$ cat src/design/tccw_pkg.sv
// ---------------------------------------------------------------------------
// Text console character writer - package
// Types, codes and constants shared by the console modules.
// ---------------------------------------------------------------------------
package tccw_pkg;

    localparam int S_TDATA_W = 32;
    localparam int S_TUSER_W = 2;
    localparam int M_TDATA_W = 40;

    localparam int CHAR_W      = 8;
    localparam int ATTR_W      = 8;
    localparam int INDEX_W     = 11;
    localparam int CURSOR_X_W  = 7;
    localparam int CURSOR_Y_W  = 5;
    localparam int CURSOR_P_W  = 11;
    localparam int CELL_W      = 16;

    localparam logic [S_TUSER_W-1:0] CMD_PUT   = 2'd0;
    localparam logic [S_TUSER_W-1:0] CMD_CLEAR = 2'd1;
    localparam logic [S_TUSER_W-1:0] CMD_READ  = 2'd2;

    localparam logic [CHAR_W-1:0] CHAR_NEWLINE   = 8'h0A;
    localparam logic [CHAR_W-1:0] CHAR_BACKSPACE = 8'h08;
    localparam logic [CHAR_W-1:0] PRINT_FIRST    = 8'h20;
    localparam logic [CHAR_W-1:0] PRINT_LAST     = 8'h7F;

    localparam logic [CELL_W-1:0] BLANK_CELL = 16'h0F20;
    localparam logic [CELL_W-1:0] ZERO_CELL  = 16'h0000;

    localparam int QUEUE_DEPTH = 2;
    localparam int QUEUE_PTR_W = 1;
    localparam int QUEUE_CNT_W = 2;

    typedef enum logic [2:0] {
        OP_PRINT,
        OP_NEWLINE,
        OP_BACKSPACE,
        OP_CLEAR,
        OP_READ,
        OP_NOP
    } op_t;

    typedef struct packed {
        op_t                op;
        logic [CHAR_W-1:0]  character;
        logic [ATTR_W-1:0]  attribute;
        logic [INDEX_W-1:0] cell_index;
    } item_t;

    typedef enum logic [2:0] {
        ST_INIT,
        ST_IDLE,
        ST_EXEC,
        ST_READ_WAIT,
        ST_SCROLL_COPY,
        ST_SCROLL_BLANK,
        ST_CLEAR
    } state_t;

    typedef struct packed {
        logic init_busy;
    } back_status_t;

endpackage

$ cat src/design/tccw_queue.sv
// ---------------------------------------------------------------------------
// Text console character writer - operation queue
// Short FIFO between the front end and the back end.
// ---------------------------------------------------------------------------
module tccw_queue
    import tccw_pkg::*;
(
    input  logic  aclk,
    input  logic  aresetn,
    input  logic  push,
    input  item_t din,
    output logic  full,
    input  logic  pop,
    output item_t dout,
    output logic  valid
);

    item_t                  entry_reg [QUEUE_DEPTH];
    logic [QUEUE_PTR_W-1:0] wr_ptr_reg, wr_ptr_next;
    logic [QUEUE_PTR_W-1:0] rd_ptr_reg, rd_ptr_next;
    logic [QUEUE_CNT_W-1:0] count_reg, count_next;

    always_comb begin
        wr_ptr_next = wr_ptr_reg;
        rd_ptr_next = rd_ptr_reg;
        count_next  = count_reg;
        if (push) begin
            wr_ptr_next = wr_ptr_reg + QUEUE_PTR_W'(1);
        end
        if (pop) begin
            rd_ptr_next = rd_ptr_reg + QUEUE_PTR_W'(1);
        end
        if (push && !pop) begin
            count_next = count_reg + QUEUE_CNT_W'(1);
        end else if (pop && !push) begin
            count_next = count_reg - QUEUE_CNT_W'(1);
        end
    end

    always_ff @(posedge aclk) begin
        if (!aresetn) begin
            wr_ptr_reg <= '0;
            rd_ptr_reg <= '0;
            count_reg  <= '0;
        end else begin
            wr_ptr_reg <= wr_ptr_next;
            rd_ptr_reg <= rd_ptr_next;
            count_reg  <= count_next;
        end
    end

    always_ff @(posedge aclk) begin
        if (push) begin
            entry_reg[wr_ptr_reg] <= din;
        end
    end

    assign full  = (count_reg == QUEUE_CNT_W'(QUEUE_DEPTH));
    assign valid = (count_reg != '0);
    assign dout  = entry_reg[rd_ptr_reg];

endmodule

$ cat config.mk
export PLATFORM = sky130hd
export DESIGN_NAME = tccw_queue
export DESIGN_NICKNAME = d
export VERILOG_FILES = /design/src/design/tccw_pkg.sv /design/src/design/tccw_queue.sv
export SDC_FILE = /design/constraint.sdc
export NUM_CORES = 1
export LEC_CHECK = 0
export BUFFER_PORTS_ARGS = -buffer_cell sky130_fd_sc_hd__buf_2
export CAP_MARGIN = 0
export CORE_AREA = 2 2 81 83
export DETAILED_ROUTE_END_ITERATION = 12
export DIE_AREA = 0 0 83 85
export GPL_ROUTABILITY_DRIVEN = 0
export PLACE_DENSITY = 0.64
export SYNTH_ARGS = -nofsm -noshare
export SYNTH_HDL_FRONTEND = slang
export SYNTH_SLANG_ARGS = --single-unit
$ cat constraint.sdc
create_clock -name aclk -period 6.32 [get_ports aclk]
set_input_delay 0.632 -clock aclk [delete_from_list [all_inputs] [get_ports aclk]]
set_output_delay 0.632 -clock aclk [all_outputs]
set_load 0.05 [all_outputs]
**Word level (Yosys, flattened, before mapping)**

Memory sizes are Yosys's and may differ from the RTL's. A register that Yosys moved wholly into a read port is not among the register bits.
Index checks and enable logic that the tools add are counted.

- Reduce and logical (&&, ||, !) cells: 6
- Mux-type cells: 6
- Add/subtract/negate cells: 4
- Equality and inequality tests: 1

Operators by type and width:

| kind | count |
|---|---|
| $mux 1 | 4 |
| $mux 2 | 2 |
| $reduce_bool 2->1 | 2 |
| $add 1x1->1 const B | 2 |
| $add 2x1->2 const B | 1 |
| $eq 2x2->1 const B | 1 |
| $logic_and 1x1->1 | 2 |
| $logic_not 1->1 | 2 |
| $sub 2x1->2 const B | 1 |

- Word-level logic and storage cells: 21
- Memory bits (writable): 60
- Output and inout bits: 32
- Memories: 1
- Register bits: 4

Memory list:

| name | depth | bits a word | rd ports | clocked after memory_dff | wr ports | RTL line | text |
|---|---|---|---|---|---|---|---|
| entry_reg | 2 | 30 | 1 | 1 | 1 | tccw_queue.sv:18 | `item_t entry_reg [QUEUE_DEPTH];` |

**Longest topological paths before layout**

- Depth in word-level cells: 4
- Mapped depth: 5
- Mapped depth without buffers: 5

**Least setup slack after synthesis**

OpenSTA, ideal clock, no wires.

- Path kind: in2reg
- From: input port push
- To: memory entry_reg[0][0] (netlist bit) (enable)
- Required time: 5.898 ns
- Data arrival time: 2.025 ns
- Path slack: 3.873 ns
- Setup time: 0.422 ns
- Stages on the path: 1
- Path through: nor2b_1

- Cells in the longest elaborated chain, start to end: 2

Ends and longest elaborated chain:

| element | RTL line | text |
|---|---|---|
| from (decl) | tccw_queue.sv:10 | `input logic push,` |
| $mux 1 | tccw_queue.sv:53 | `if (push) begin` |
| $mux 1 (not written as such) | tccw_queue.sv:54 | `entry_reg[wr_ptr_reg] <= din;` |
| to (decl) | tccw_queue.sv:18 |  |

Every way passes these cells.

==> Flow_metrics.wiki <==
{| class="wikitable"
! Metric !! Value
|-
| Relative slew slack || about two fifths
|-
| Launching element type of the critical path || register
|-
| Post-CTS setup buffer count || 0
|-
| Via count || approximately 1300
|-
| Total number of nets in the final design || around 230
|-
| Yosys top cell area share || about three quarters
|-
| Post-synthesis cell type count || 16
|-
| Path class of the lowest-slack min-delay path || input pin to register
|-
| Post-CTS resize count || 0
|-
| Area growth, synth to finish || 24.6%
|-
| Number of endpoints failing setup at the final stage || 0
|-
| Longest individual stage delay on the worst path || ~750 ps
|-
| Worst reg-to-reg path cell count || 1
|-
| Number of max-capacitance violations reported || 0
|-
| Worst reg2reg startpoint || wr_ptr_reg
|-
| DRT Pass-1 Iters || 3
|-
| Antenna violations before repair || 0
|-
| Clock latency on the worst-skew pair || ~330 ps
|-
| Actual transition at the worst max-transition pin || 910 ps
|-
| Count of synthesis-stage warnings from yosys || 0
|-
| Root cell of the clock tree || sky130_fd_sc_hd__clkbuf_8
|-
| IO buf count || 65
|-
| Share of the yosys chip area belonging to registers || approximately 80%
|-
| Wire per inst || roughly 14 µm
|-
| End of the critical path || dout[0]
|-
| I/O pin count || 66
|-
| Number of global-route vias before repair || 1339
|-
| Final number of hold-violating endpoints || 0
|-
| Tcrit/Tclk final || between 40% and 50%
|-
| Sink Count || between 60 and 70
|-
| Grt total ovfl || 0
|-
| Placement Cell Area || roughly 2800 µm²
|-
| Number of standard cells after synthesis || approximately 120
|-
| DRC Markers || 0
|-
| Post-CTS Hold Fix Bufs || 0
|-
| Die Y || roughly 85 µm
|-
| Final TNS setup || 0 ps
|-
| Num CTS Buffers || 9
|-
| Biggest area contributors in the synthesized netlist || sky130_fd_sc_hd__edfxtp_1 76%, sky130_fd_sc_hd__mux2_2 14%, sky130_fd_sc_hd__dfxtp_1 4.2%
|-
| Dpl cells || between 200 and 300
|-
| Starting density of the core || a little under two fifths
|-
| Synth area leader || sky130_fd_sc_hd__edfxtp_1
|-
| Count of state elements after synthesis || 65
|-
| Pwr dens || around 320 nW/µm²
|-
| Hold Crit Depth || 1
|-
| Pin count of the biggest net entering global routing || 32
|-
| Final worst setup slack || 3640 ps
|-
| Width of the chip || ~83 µm
|-
| Data arrival at the endpoint of the critical path || between 2000 and 2500 ps
|-
| Highest ir drop seen on vdd || 0.000182 V
|-
| Detailed Place HPWL || 2530 µm
|-
| Vias per cell || about 4.6
|-
| Synth Net Count || 150
|-
| CTS clk-pin slew, worst paths || 70 ps
|-
| Highest net fanout along the worst path || 16
|-
| Global routing usage summed across all routing layers || between 10% and 20%
|-
| Result of the run || complete, no violations
|-
| Layout Cell Area excl Fill || approximately 3000 µm²
|-
| Critical-path top delay cell || sky130_fd_sc_hd__dfxtp_1
|-
| Standard-cell rows || 29
|-
| Number of flip-flops in the largest register || 60
|-
| Capturing point of the worst reg2reg path || entry_reg[0][5]
|-
| Count of antenna diodes in the layout || 0
|-
| Cells along the critical path || buf_4, mux2_2, buf_2
|-
| Iter 0 DRT Violations || 40
|-
| Share of post-route cells with drive strength above 1 || 57.9%
|-
| Avg Cell Area, Syn || between 20 and 25 µm²
|-
| Core outline area || between 6000 and 7000 µm²
|-
| Standby leakage power || ~1.1 nW
|-
| Clock skew after layout || 6.05 ps
|-
| Origin of the worst min-delay path || din[1]
|-
| DIE AREA || 7060 µm²
|-
| Setup repair after global routing missed its margin || false
|-
| Required time of the critical path || 5690 ps
|-
| ANT nets after route || 0
|-
| Wire length of the first global-routing pass || roughly 6100 µm
|-
| Most common library cell in the layout ignoring fill and taps || sky130_fd_sc_hd__buf_2
|-
| Max Freq || 0.374 GHz
|-
| Level count of the clock H-tree || 3
|-
| Post-placement setup slack || 3940 ps
|-
| Commonest non-fill, non-tap cells in the layout || 65 x sky130_fd_sc_hd__buf_2, 60 x sky130_fd_sc_hd__edfxtp_1, 30 x sky130_fd_sc_hd__mux2_2
|-
| Number of max-slew violations in the final report || 0
|-
| Count of non-filler cells in the finished layout || 272
|-
| Setup slack of the worst register-to-register path || slightly below 5000 ps
|-
| Post-layout min period || between 2000 and 3000 ps
|-
| Element type at the critical path end || output port
|-
| Aggregate routed wire length || ~3900 µm
|-
| Clock tree from TritonCTS || built
|-
| WS Path Type || register to output port
|-
| Longest Clk Path Bufs || 2
|-
| Post-Synthesis Cell Area || approximately 2400 µm²
|}
how the worst min path moves through the flow:
stage / end / slack, ps
final: entry_reg[1][1] / 480
after global routing: entry_reg[0][15] / 470
after CTS: entry_reg[1][14] / 460
after global placement: count_reg[1] / 490
after floorplan: count_reg[1] / 460
after detailed placement: count_reg[1] / 500
final cells by class:
cell class | count | area [µm²]
clock buffer | 12 | 135
timing repair buffer | 67 | 340
clock inverter | 4 | 20.0
multi-input combinational | 46 | 463
sequential | 65 | 1900
fill | 546 | 3240
tap | 77 | 96.3
inverter | 1 | 3.75
where the power goes:
part / internal [mW] / switching (mW)
combinational: 0.0498 / 0.113
clock: 0.140 / 0.143
sequential: 0.496 / 0.0101
metrics by stage:
stage	total power, mW	utilization [%]	hold slack [ps]
3_5_place_dp	0.681	45.2	501
3_3_place_gp	0.679	45.2	486
2_1_floorplan	0.638	-	461
4_1_cts	0.965	47.7	463
5_1_grt	0.989	47.7	468
6_report	0.951	47.7	482
worst max-delay path: cells and delay by family, from the launching register on:
kind	cells	cell delay (ps)
buffers and inverters	2	580
flip-flops	1	750
multiplexers	1	370
cells in the mapped netlist:
cell type                   n
sky130_fd_sc_hd__or3_1      1
sky130_fd_sc_hd__xnor2_1    1
sky130_fd_sc_hd__o21ai_0    1
sky130_fd_sc_hd__nor2b_1    2
sky130_fd_sc_hd__and2_1     4
sky130_fd_sc_hd__buf_2      3
sky130_fd_sc_hd__xor2_1     2
sky130_fd_sc_hd__a21boi_1   1
sky130_fd_sc_hd__edfxtp_1  60
sky130_fd_sc_hd__and2b_2    1
sky130_fd_sc_hd__ha_1       1
sky130_fd_sc_hd__mux2_2    30
sky130_fd_sc_hd__or2_2      1
sky130_fd_sc_hd__o21a_1     1
sky130_fd_sc_hd__inv_1      1
sky130_fd_sc_hd__dfxtp_1    5
layer usage:
layer | up-vias | wire (µm) | global-route usage (%)
met4 | 0 | 74 | 8.05
met1 | 612 | 1540 | 12.1
met5 | - | 0 | 0
met2 | 35 | 2140 | 20.1
li1 | 598 | - | -
met3 | 7 | 183 | 4.18
cells by family (layout without fill, tap and decap cells):
group / after synthesis / count (layout) / share of synthesized area, %
adder cells (fa/ha/maj): 1 / 1 / 0.527
AO/OA/AOI/OAI: 3 / 3 / 0.843
buffers and inverters: 4 / 84 / 0.790
XOR/XNOR: 3 / 3 / 1.11
AND/OR/NAND/NOR: 9 / 9 / 2.48
flip-flops: 65 / 65 / 80.0
multiplexers: 30 / 30 / 14.2
(Power assumes the default switching activity.)
