**config.mk**
```make
export PLATFORM = sky130hd
export DESIGN_NAME = tccw_front
export DESIGN_NICKNAME = d
export VERILOG_FILES = /design/src/design/tccw_pkg.sv /design/src/design/tccw_front.sv
export SDC_FILE = /design/constraint.sdc
export NUM_CORES = 1
export LEC_CHECK = 0
export BUFFER_PORTS_ARGS = -buffer_cell sky130_fd_sc_hd__buf_2
export CAP_MARGIN = 15
export CORE_AREA = 2 2 39 41
export DETAILED_ROUTE_END_ITERATION = 6
export DIE_AREA = 0 0 41 43
export GPL_TIMING_DRIVEN = 0
export PLACE_DENSITY = 0.8
export SLEW_MARGIN = 20
export SYNTH_ARGS = -nofsm -noshare
export SYNTH_HDL_FRONTEND = slang
export SYNTH_SLANG_ARGS = --single-unit
export TNS_END_PERCENT = 1
```
**constraint.sdc**
```tcl
create_clock -name vclk -period 1.6
set_clock_uncertainty 0.15 [all_clocks]
set_input_delay 0.24 -clock vclk [all_inputs]
set_output_delay 0.24 -clock vclk [all_outputs]
set_load 0.02 [all_outputs]
```
**src/design/tccw_pkg.sv**
```systemverilog
// ---------------------------------------------------------------------------
// Text console character writer - package
// Types, codes and constants shared by the console modules.
// ---------------------------------------------------------------------------
package tccw_pkg;

    localparam int S_TDATA_W = 32;
    localparam int S_TUSER_W = 2;
    localparam int M_TDATA_W = 40;

    localparam int CHAR_W      = 8;
    localparam int ATTR_W      = 8;
    localparam int INDEX_W     = 11;
    localparam int CURSOR_X_W  = 7;
    localparam int CURSOR_Y_W  = 5;
    localparam int CURSOR_P_W  = 11;
    localparam int CELL_W      = 16;

    localparam logic [S_TUSER_W-1:0] CMD_PUT   = 2'd0;
    localparam logic [S_TUSER_W-1:0] CMD_CLEAR = 2'd1;
    localparam logic [S_TUSER_W-1:0] CMD_READ  = 2'd2;

    localparam logic [CHAR_W-1:0] CHAR_NEWLINE   = 8'h0A;
    localparam logic [CHAR_W-1:0] CHAR_BACKSPACE = 8'h08;
    localparam logic [CHAR_W-1:0] PRINT_FIRST    = 8'h20;
    localparam logic [CHAR_W-1:0] PRINT_LAST     = 8'h7F;

    localparam logic [CELL_W-1:0] BLANK_CELL = 16'h0F20;
    localparam logic [CELL_W-1:0] ZERO_CELL  = 16'h0000;

    localparam int QUEUE_DEPTH = 2;
    localparam int QUEUE_PTR_W = 1;
    localparam int QUEUE_CNT_W = 2;

    typedef enum logic [2:0] {
        OP_PRINT,
        OP_NEWLINE,
        OP_BACKSPACE,
        OP_CLEAR,
        OP_READ,
        OP_NOP
    } op_t;

    typedef struct packed {
        op_t                op;
        logic [CHAR_W-1:0]  character;
        logic [ATTR_W-1:0]  attribute;
        logic [INDEX_W-1:0] cell_index;
    } item_t;

    typedef enum logic [2:0] {
        ST_INIT,
        ST_IDLE,
        ST_EXEC,
        ST_READ_WAIT,
        ST_SCROLL_COPY,
        ST_SCROLL_BLANK,
        ST_CLEAR
    } state_t;

    typedef struct packed {
        logic init_busy;
    } back_status_t;

endpackage

```
**src/design/tccw_front.sv**
```systemverilog
// ---------------------------------------------------------------------------
// Text console character writer - front end
// Accepts input words and sorts each into an operation for the queue.
// ---------------------------------------------------------------------------
module tccw_front
    import tccw_pkg::*;
(
    input  logic                 s_axis_tvalid,
    output logic                 s_axis_tready,
    input  logic [S_TDATA_W-1:0] s_axis_tdata,   // character, attribute, cell_index
    input  logic [S_TUSER_W-1:0] s_axis_tuser,   // command
    input  logic                 q_full,
    input  back_status_t         status,
    output logic                 q_push,
    output item_t                q_item
);

    logic [CHAR_W-1:0] character;
    op_t               op;

    assign character = s_axis_tdata[7:0];

    always_comb begin
        unique case (s_axis_tuser)
            CMD_PUT: begin
                if (character == CHAR_NEWLINE) begin
                    op = OP_NEWLINE;
                end else if (character == CHAR_BACKSPACE) begin
                    op = OP_BACKSPACE;
                end else if (character >= PRINT_FIRST && character <= PRINT_LAST) begin
                    op = OP_PRINT;
                end else begin
                    op = OP_NOP;
                end
            end
            CMD_CLEAR: op = OP_CLEAR;
            CMD_READ:  op = OP_READ;
            default:   op = OP_NOP;
        endcase
    end

    assign q_item.op         = op;
    assign q_item.character  = character;
    assign q_item.attribute  = s_axis_tdata[15:8];
    assign q_item.cell_index = s_axis_tdata[26:16];

    assign s_axis_tready = !q_full && !status.init_busy;
    assign q_push        = s_axis_tvalid && s_axis_tready;

endmodule

```
# --- After elaboration in Yosys (flattened, before gate mapping) ---
# Cells that the tools add are included.
word_totals:
  reg_bits: 0
  latch_bits: 0
  ramBits: 0
  mem_bits_ro: 0
  input_bits: 37
  out_inout_bits: 32
  n_memories: 0
classes:
  add_sub_neg: 0
  multipliers: 0
  n_div: 0
  n_lt_le_gt_ge: 2
  eq_ne: 4
  n_shift: 0
  muxes: 4
  bitwise: 0
  reduce_logical: 6
op_table:
  columns: ["op", "n"]
  rows:
  - ["8-bit by 4-bit == test with 1-bit output, second input constant", 2]
  - ["3-bit two-way mux", 3]
  - ["3-bit one-hot mux with 3 select lines", 1]
  - ["8-bit by 6-bit greater-or-equal comparator with 1-bit output, second input constant", 1]
  - ["8-bit by 7-bit <= comparator with 1-bit output, second input constant", 1]
  - ["1-bit logical AND", 3]
  - ["2-bit by 1-bit == test with 1-bit output, second input constant", 1]
  - ["2-bit == test, second input constant", 1]
  - ["1-bit zero test", 2]
  - ["2-bit zero test", 1]

# --- Longest topological paths before layout ---
# Gate-level depths: netlist (run 1).
logic_depth:
  ltp_word: 6
  depth_mapped: 3

# --- Worst setup path before layout (run 1) ---
# Ideal clock, no wire load.
synth_timing:
  path_kind: "input to output"
  from: "in s_axis_tdata[4]"
  to: "out q_item[28] in the netlist's numbering"
  arrival_ns: 0.910
  required_ns: 1.210
  path_slack_ns: 0.300
  stages: 3
  n_path_buf: 0
  cell_sequence: "nor4b_4 > a21oi_1 > nor2_1"
synth_rtl:
  columns: ["element", "line", "rtl"]
  rows:
  - ["from (decl)", "tccw_front.sv:10", "input logic [S_TDATA_W-1:0] s_axis_tdata,"]
  - ["to (decl)", "tccw_front.sv:15", "output item_t q_item"]

==> results of run 1 <==
[cells by family (layout without fill, tap and decap cells)]
logic type      Yosys count  in the layout  synth area share, %
buf+inv                  27             72                 67.5
simple gates              8              8                 22.5
compound gates            4              4                 10.0
[stage by stage]
stage	instance area [µm²]	instances	utilization, %
finish	569	100	41.1
floorplan	300	39	-
CTS	546	100	39.4
global placement	546	100	39.4
detailed placement	546	100	39.4
global route	569	100	41.1
[layout make-up]
type / instances / area [µm²] / share of cell area, %
Timing Repair Buffer: 45 / 244 / 42.9
Buffer: 27 / 203 / 35.6
Multi-Input combinational cell: 12 / 103 / 18.0
Tap cell: 16 / 20.0 / 3.52
[synthesized netlist by cell type (all sizes together)]
library cell  instances  area [µm²]
buf                  27         203
a211oi                2        15.0
nor2                  2        7.51
or2                   2        12.5
a21oi                 1        5.00
and2                  1        6.26
nor3                  1        5.00
nor4                  1        12.5
nor4b                 1        23.8
o21ba                 1        10.0
[layer usage]
layer	routed length (µm)	global-route usage, %	part of all wire (%)
met1	165	3.48	23
met5	0	0	0
met2	447	15.3	61
met3	114	0	16
met4	0	0	0
[layout by cell type, fill, tap and decap left out, drive strengths merged]
cell and count:
buf 72, nor2 2, or2 2, a211oi 2, nor4b 1, nor4 1
a21oi 1, o21ba 1, nor3 1, and2 1
[power by group]
part	internal, mW	total, mW	switching, mW
Sequential	0	0	0
Combinational	0.0946	0.187	0.0924
Clock	0	0	0
[how the worst max path moves through the flow]
stage / depth (start not counted) / endpoint / slack, ps
floorplan: 3 / q_item[28] / 300
global placement: 5 / q_item[27] / 80
detailed placement: 5 / q_item[27] / 60
CTS: 5 / q_item[27] / 60
global route: 5 / q_item[27] / 2
finish: 5 / q_item[27] / 40
[worst max-delay path, delay by kind of cell]
kind                   cells  cell delay, ps
AOI/OAI and AO/OA          1             120
and+or+nand+nor            2             580
buffers and inverters      2             230
[what timing repair did]
item,CTS,global route
buffers inserted,0,0
resized for setup,0,7
hold endpoints to repair,0,0
endpoints found under the setup margin,0,1
==> key figures, run 1 <==
Logic synthesis
  • Yosys warning count: 0
  • Synth Area per Inst: 7.70 µm²
  • Number of distinct library cells after synthesis: 10
  • Syn Nets: 76
  • Cells after synthesis: 39
  • Mapped Area: 300 µm²
  • Seq/Total Area, Yosys: 0%

Setup path
  • Max Fanout on Critical Path: 3
  • CP required: 1210 ps
  • Slowest cell on the critical path: nor4b_4
  • Kind of critical path: input pin to output port
  • Setup crit start kind: input pin
  • CP endpoint kind: output port
  • CP max stage delay: 330 ps
  • Most used cell, CP: buf_6
  • CP Data Arrival Time: 1170 ps
  • Cell Chain, Critical Path: buf_6 -> nor4b_4 -> a211oi_1 -> or2_1 -> buf_6
  • CP Launch Point: s_axis_tdata[2]

Route
  • Routed WL: 727 µm
  • Initial DRC Count: 1
  • Via count: 385
  • Via density: 3.85
  • Routed Antenna Nets: 0
  • Drt pass-1 iters: 2
  • DR WL/cell: just over 7 µm
  • DRC violations left: 0

Die
  • Die width: 41 µm
  • Full die area: ~1800 µm²
  • Height of the die: 43 µm
  • FP Rows: 14
  • Starting Density: 21.7%
  • # IOs: 69
  • Core area: approximately 1400 µm²

Timing
  • Final Max Tran Viols: 0
  • Final setup vio count: 0
  • Slew @ Worst Pin: 279 ps
  • Fin Setup TNS: 0 ps
  • Hold slack: 547 ps
  • Hold Vio Cnt, Final: 0
  • RSZ-0062 raised after global routing: false
  • Worst relative slew slack: between 80% and 90%
  • FMAX: approximately 640 MHz
  • Final Worst Setup Slack: 42.1 ps
  • Minimum clock period: 1560 ps
  • Crit share post-route: 97.4%

Final layout
  • Area grow syn2layout: 89.6%
  • Layout cell share with drive strength beyond 1: 90.5%
  • Clock buffers: 0
  • Register Area: 0 µm²
  • Seq_cells: 0
  • Final net count: 123
  • Diode count: 0
  • FILL cells: 150

Global route
  • Initial antenna violation count: 0
  • First-pass GRT wire length: about 810 µm
  • Vias in the first global route: 250
  • Largest net degree at the start of global routing: 5
  • Gr usage total: ~6.0%
  • Grt total ovfl: 0

Placed design
  • Dpl ws: 59.2 ps
  • GPL Wtd Cong: 0.478
  • IO Port Bufs: 45

Run status
  • Outcome: finished, final reports clean

Power and ir drop
  • Leakage: 0.344 nW
  • Tot Pwr: 0.187 mW
  • Power density cells: about 330 nW/µm²
  • Max IR drop VDD: 146 µV

Min path
  • Worst hold path depth: 2
  • Hold crit path type: input pin to output port
  • Worst hold path endpoint: q_item[13]
  • Hold Crit Start: s_axis_tdata[10]

Clock tree
  • Post-CTS Hold Fix Bufs: 0

Run
  • Maxcap violations: 0
No activity file was read; power rests on OpenSTA's default activity.
==> inputs of run 2 (changes only) <==
==> constraint.sdc (replaced) <==
create_clock -name vclk -period 1.6
set_clock_uncertainty 0.15 [all_clocks]
set_input_delay 0.24 -clock vclk [all_inputs]
set_output_delay 0.24 -clock vclk [all_outputs]
set_load 0.005 [all_outputs]
==> run 2 against run 1 <==
Worst hold slack lost 51 ps. Largest cell class unchanged. Global-route usage is the same. Power shrank 31%. First-iteration DRC count grew 100%. Count of clock-buffer cells in the layout is the same. Critical path depth is the same. Critical path type unchanged. Combinational power shrank 30%. Sequential share of layout area is the same. Non-clock buffer count is the same. Cell count is the same.
==> key figures, run 2 (synthesis gave the netlist of run 1 again) <==
Setup path
  • Slowest cell on the critical path: nor4_2
  • CP Data Arrival Time: 1120 ps (-50 ps)
  • Most used cell, CP: buf_2
  • Max Fanout on Critical Path: 2 (-1)
  • CP max stage delay: 320 ps (about the same)
  • CP endpoint kind: output port
  • Cell family with most CP delay: simple AND/OR/NAND/NOR gates
  • CP required: 1210 ps (about the same)
  • Cell Chain, Critical Path: buf_2 -> nor4_2 -> a211oi_1 -> or2_1 -> buf_2
  • Setup crit start kind: input pin
  • WP buf/inv: 2 (unchanged)
  • Kind of critical path: input pin to output port

Run
  • Maxcap violations: 0 (unchanged)

Final layout
  • Fin cells: 100 (unchanged)
  • Multi-input combinational cell area: 97.6 µm² (-4.9%)
  • Post-Route Utilization: 39.4% (-1.7 points)
  • Diode count: 0 (unchanged)
  • Seq_cells: 0 (unchanged)
  • Commonest non-fill, non-tap cell in the layout: buf_2
  • Commonest cells after routing, fill and taps aside: 45 x buf_2, 27 x buf_4, 2 x nor2_1, 2 x a211oi_1, 2 x or2_1
  • Final net count: 123 (unchanged)
  • Area grow syn2layout: 81.7%
  • Clock buffers: 0 (unchanged)
  • FILL cells: 154 (+2.7%)
  • Layout cell share with drive strength beyond 1: 89.3% (-1.2 points)
  • Register Area: 0 µm² (unchanged)
  • Design Area, Final: 546 µm² (-4.2%)

Global route
  • Grt total ovfl: 0 (unchanged)
  • First-pass GRT wire length: 814 µm (unchanged)
  • Initial antenna violation count: 0 (unchanged)
  • Vias in the first global route: 250 (unchanged)
  • Largest net degree at the start of global routing: 5 (unchanged)
  • Gr usage total: 5.99% (unchanged)

Die
  • Die width: 41 µm (unchanged)
  • Full die area: 1760 µm² (unchanged)
  • # IOs: 69 (unchanged)
  • Height of the die: 43 µm (unchanged)
  • FP Rows: 14 (unchanged)
  • Core area: 1380 µm² (unchanged)
  • Starting Density: 21.7% (unchanged)

Power and ir drop
  • Tot Pwr: 0.130 mW (-31%)
  • Clock power frac: 0% (unchanged)
  • Sequential Power Share: 0% (unchanged)
  • Leakage: 0.336 nW (-2.3%)
  • Switching power: 0.0419 mW (-55%)
  • Power density cells: 238 nW/µm² (-28%)
  • Comb power frac: 100.0% (about the same)
  • Max IR drop VDD: 91.9 µV (-37%)
  • Internal cell power: 0.0877 mW (-7.4%)
  • Sw frac: 32.4% (-17 points)

Min path
  • Hold crit path type: input pin to output port

Timing
  • Worst relative slew slack: 81.8% (+0.49 points)
  • Hold slack: 495 ps (-51.5 ps)
  • Final Max Tran Viols: 0 (unchanged)
  • Fin Setup TNS: 0 ps (unchanged)
  • RSZ-0062 raised after global routing: false
  • Slew @ Worst Pin: 271 ps (-8.41 ps)
  • Hold Vio Cnt, Final: 0 (unchanged)
  • Minimum clock period: 1510 ps (-52.4 ps)
  • Final Worst Setup Slack: 94.5 ps (+52.4 ps)
  • Crit share post-route: 94.1% (-3.3 points)
  • FMAX: 664 MHz (+3.5%)
  • Final setup vio count: 0 (unchanged)

Route
  • Routed Antenna Nets: 0 (unchanged)
  • DRC violations left: 0 (unchanged)
  • Initial DRC Count: 2 (+1)
  • Via density: 3.83 (-0.52%)
  • Routed WL: 697 µm (-4.1%)
  • Via count: 383 (-0.52%)
  • Drt pass-1 iters: 2 (unchanged)
  • DR WL/cell: 6.97 µm (-4.1%)

Clock tree
  • CTS resizes: 0 (unchanged)
  • Setup Buffers After CTS: 0 (unchanged)
  • Post-CTS Hold Fix Bufs: 0 (unchanged)

Run status
  • Outcome: finished, final reports clean

Placed design
  • IO Port Bufs: 45 (unchanged)
  • Dpl ws: 91.9 ps (+32.6 ps)
  • Placed cell area: 546 µm² (unchanged)
  • GPL Wtd Cong: 0.478 (unchanged)
  • Placed cells: 100 (unchanged)
run 2: layer usage:
layer / global-route usage, % / vias to the layer above / share of wire [%]
li1: - / 192 / -
met1: 3.48 / 162 / 21
met2: 15.3 / 29 / 62
met3: 0 / 0 / 17
met4: 0 / 0 / 0
met5: 0 / - / 0
run 2: final cells by class:
cell class	count	share of cell area (%)
Buffer	27	37.2
Multi-Input combinational cell	12	17.9
Tap cell	16	3.67
Timing Repair Buffer	45	41.3
run 2: power by group through the flow:
| stage | Sequential (mW) | Clock, mW | Combinational (mW) |
|---|---|---|---|
| after floorplan | 0 | 0 | 0.0690 |
| after global placement | 0 | 0 | 0.129 |
| after detailed placement | 0 | 0 | 0.132 |
| after CTS | 0 | 0 | 0.132 |
| after global routing | 0 | 0 | 0.144 |
| final | 0 | 0 | 0.130 |
run 2: path summary, 6_finish.rpt:
check / endpoint / cells past startpoint / start / slack [ps]
max: q_item[27] / 5 / s_axis_tdata[1] / 90
min: q_item[13] / 2 / s_axis_tdata[10] / 500
==> inputs of run 3 (changes only) <==
- CELL_PAD_IN_SITES_DETAIL_PLACEMENT: not set -> 0
- CELL_PAD_IN_SITES_GLOBAL_PLACEMENT: not set -> 1
- CORE_AREA: 2 2 39 41 -> not set
- CORE_ASPECT_RATIO: not set -> 1.4
- CORE_UTILIZATION: not set -> 13
- DIE_AREA: 0 0 41 43 -> not set
- PLACE_DENSITY: 0.8 -> not set
- PLACE_DENSITY_LB_ADDON: not set -> 0.1
==> run 3 against run 2 <==
Global-route usage shrank 1.3 points. Largest cell class unchanged. Cell count increased by 6.0%. Utilization shrank 14 points. Critical path type unchanged. Via count shrank 2.6%. Sequential share of layout area did not move. Die area is 42% higher. Combinational power is essentially flat. Non-clock buffer count is the same.
==> key figures, run 3 (synthesis gave the netlist of run 1 again) <==
Route
  • DRC violations left: 0 (unchanged)
  • DR WL/cell: 6.82 µm (-2.1%)
  • Initial DRC Count: 0 (-2)
  • Via density: 3.52 (-8.1%)
  • Drt pass-1 iters: 1 (-1)
  • Routed WL: 723 µm (+3.7%)
  • Routed Antenna Nets: 0 (unchanged)
  • Via count: 373 (-2.6%)

Die
  • Starting Density: 13.8% (-7.9 points)
  • Die width: 42.6 µm (+4.0%)
  • FP Rows: 20 (+6)
  • Height of the die: 58.9 µm (+37%)
  • Core area: 2180 µm² (+57%)
  • Full die area: 2510 µm² (+42%)
  • # IOs: 69 (unchanged)

Global route
  • Grt total ovfl: 0 (unchanged)
  • Vias in the first global route: 247 (-1.2%)
  • Initial antenna violation count: 0 (unchanged)
  • First-pass GRT wire length: 972 µm (+19%)
  • Largest net degree at the start of global routing: 5 (unchanged)
  • Gr usage total: 4.70% (-1.3 points)

Final layout
  • Area grow syn2layout: 84.2%
  • Register Area: 0 µm² (unchanged)
  • Final net count: 123 (unchanged)
  • Diode count: 0 (unchanged)
  • Clock buffers: 0 (unchanged)
  • Post-Route Utilization: 25.4% (-14 points)
  • Seq_cells: 0 (unchanged)
  • Commonest cells after routing, fill and taps aside: 45 x buf_2, 27 x buf_4, 2 x nor2_1, 2 x a211oi_1, 2 x or2_1
  • Layout cell share with drive strength beyond 1: 89.3% (unchanged)
  • Fin cells: 106 (+6.0%)
  • Commonest non-fill, non-tap cell in the layout: buf_2
  • Design Area, Final: 553 µm² (+1.4%)

Clock tree
  • CTS resizes: 0 (unchanged)
  • Setup Buffers After CTS: 0 (unchanged)
  • Post-CTS Hold Fix Bufs: 0 (unchanged)

Timing
  • Final Max Tran Viols: 0 (unchanged)
  • Final setup vio count: 0 (unchanged)
  • FMAX: 664 MHz (about the same)
  • Crit share post-route: 94.2% (about the same)
  • Worst relative slew slack: 82.6% (+0.76 points)
  • Slew @ Worst Pin: 260 ps (-11.3 ps)
  • RSZ-0062 raised after global routing: false
  • Fin Setup TNS: 0 ps (unchanged)
  • Minimum clock period: 1510 ps (+0.909 ps)
  • Hold Vio Cnt, Final: 0 (unchanged)

Placed design
  • Placed cell area: 553 µm² (+1.4%)
  • Detailed placement HPWL: 701 µm
  • Placed cells: 106 (+6.0%)
  • GPL Wtd Cong: 0.639 (+34%)
  • IO Port Bufs: 45 (unchanged)

Power and ir drop
  • Max IR drop VDD: 58.2 µV (-37%)
  • Tot Pwr: 0.131 mW (+0.70%)
  • Leakage: 0.336 nW (unchanged)
  • Power density cells: 236 nW/µm² (-0.67%)

Setup path
  • Max Fanout on Critical Path: 3 (+1)
  • CP Launch Point: s_axis_tdata[4]
  • CP endpoint kind: output port
  • Cell family with most CP delay: simple AND/OR/NAND/NOR gates
  • CP max stage delay: 300 ps (-20 ps)
  • Cell Chain, Critical Path: buf_2 -> nor4b_4 -> a211oi_1 -> or2_1 -> buf_2
  • CP Data Arrival Time: 1120 ps (about the same)
  • Setup crit start kind: input pin
  • Most used cell, CP: buf_2
  • Kind of critical path: input pin to output port
  • Slowest cell on the critical path: nor4b_4
  • WP buf/inv: 2 (unchanged)
  • CP required: 1210 ps (about the same)

Run status
  • Outcome: finished, final reports clean

Run
  • Maxcap violations: 0 (unchanged)

Min path
  • Hold crit path type: input pin to output port
  • Hold Crit Start: s_axis_tdata[14]
[run 3: cell counts in the layout (fill, tap and decap cells not counted)]
No cell type changed its count.
[run 3: final cells by class]
| type | instances | area, µm² |
|---|---|---|
| Buffer | 27 | 203 |
| Fill cell | 230 | 1620 |
| Timing Repair Buffer | 45 | 225 |
| Multi-Input combinational cell | 12 | 97.6 |
| Tap cell | 22 | 27.5 |
[run 3: layer usage]
metal,up-vias,routed length [µm],track usage (%)
li1,191,-,-
met1,140,204,3.70
met2,42,390,11.0
met3,0,127,1.23
met4,0,0,0
met5,-,0,0
[run 3: report_power, final]
part | total, mW | internal, mW | switching, mW
Sequential | 0 | 0 | 0
Combinational | 0.131 | 0.0877 | 0.0428
Clock | 0 | 0 | 0
[run 3: path summary, 6_finish.rpt]
| kind | end | cells after the start |
|---|---|---|
| setup / recovery | q_item[29] | 5 |
| hold / removal | q_item[17] | 2 |
[run 3: per-stage QoR]
stage / hold WS (ps) / setup slack (ps)
after detailed placement: 496 / 83.5
after floorplan: 361 / 372
final: 496 / 93.6
after global placement: 497 / 55.7
after CTS: 497 / 79.2
after global routing: 498 / 18.5
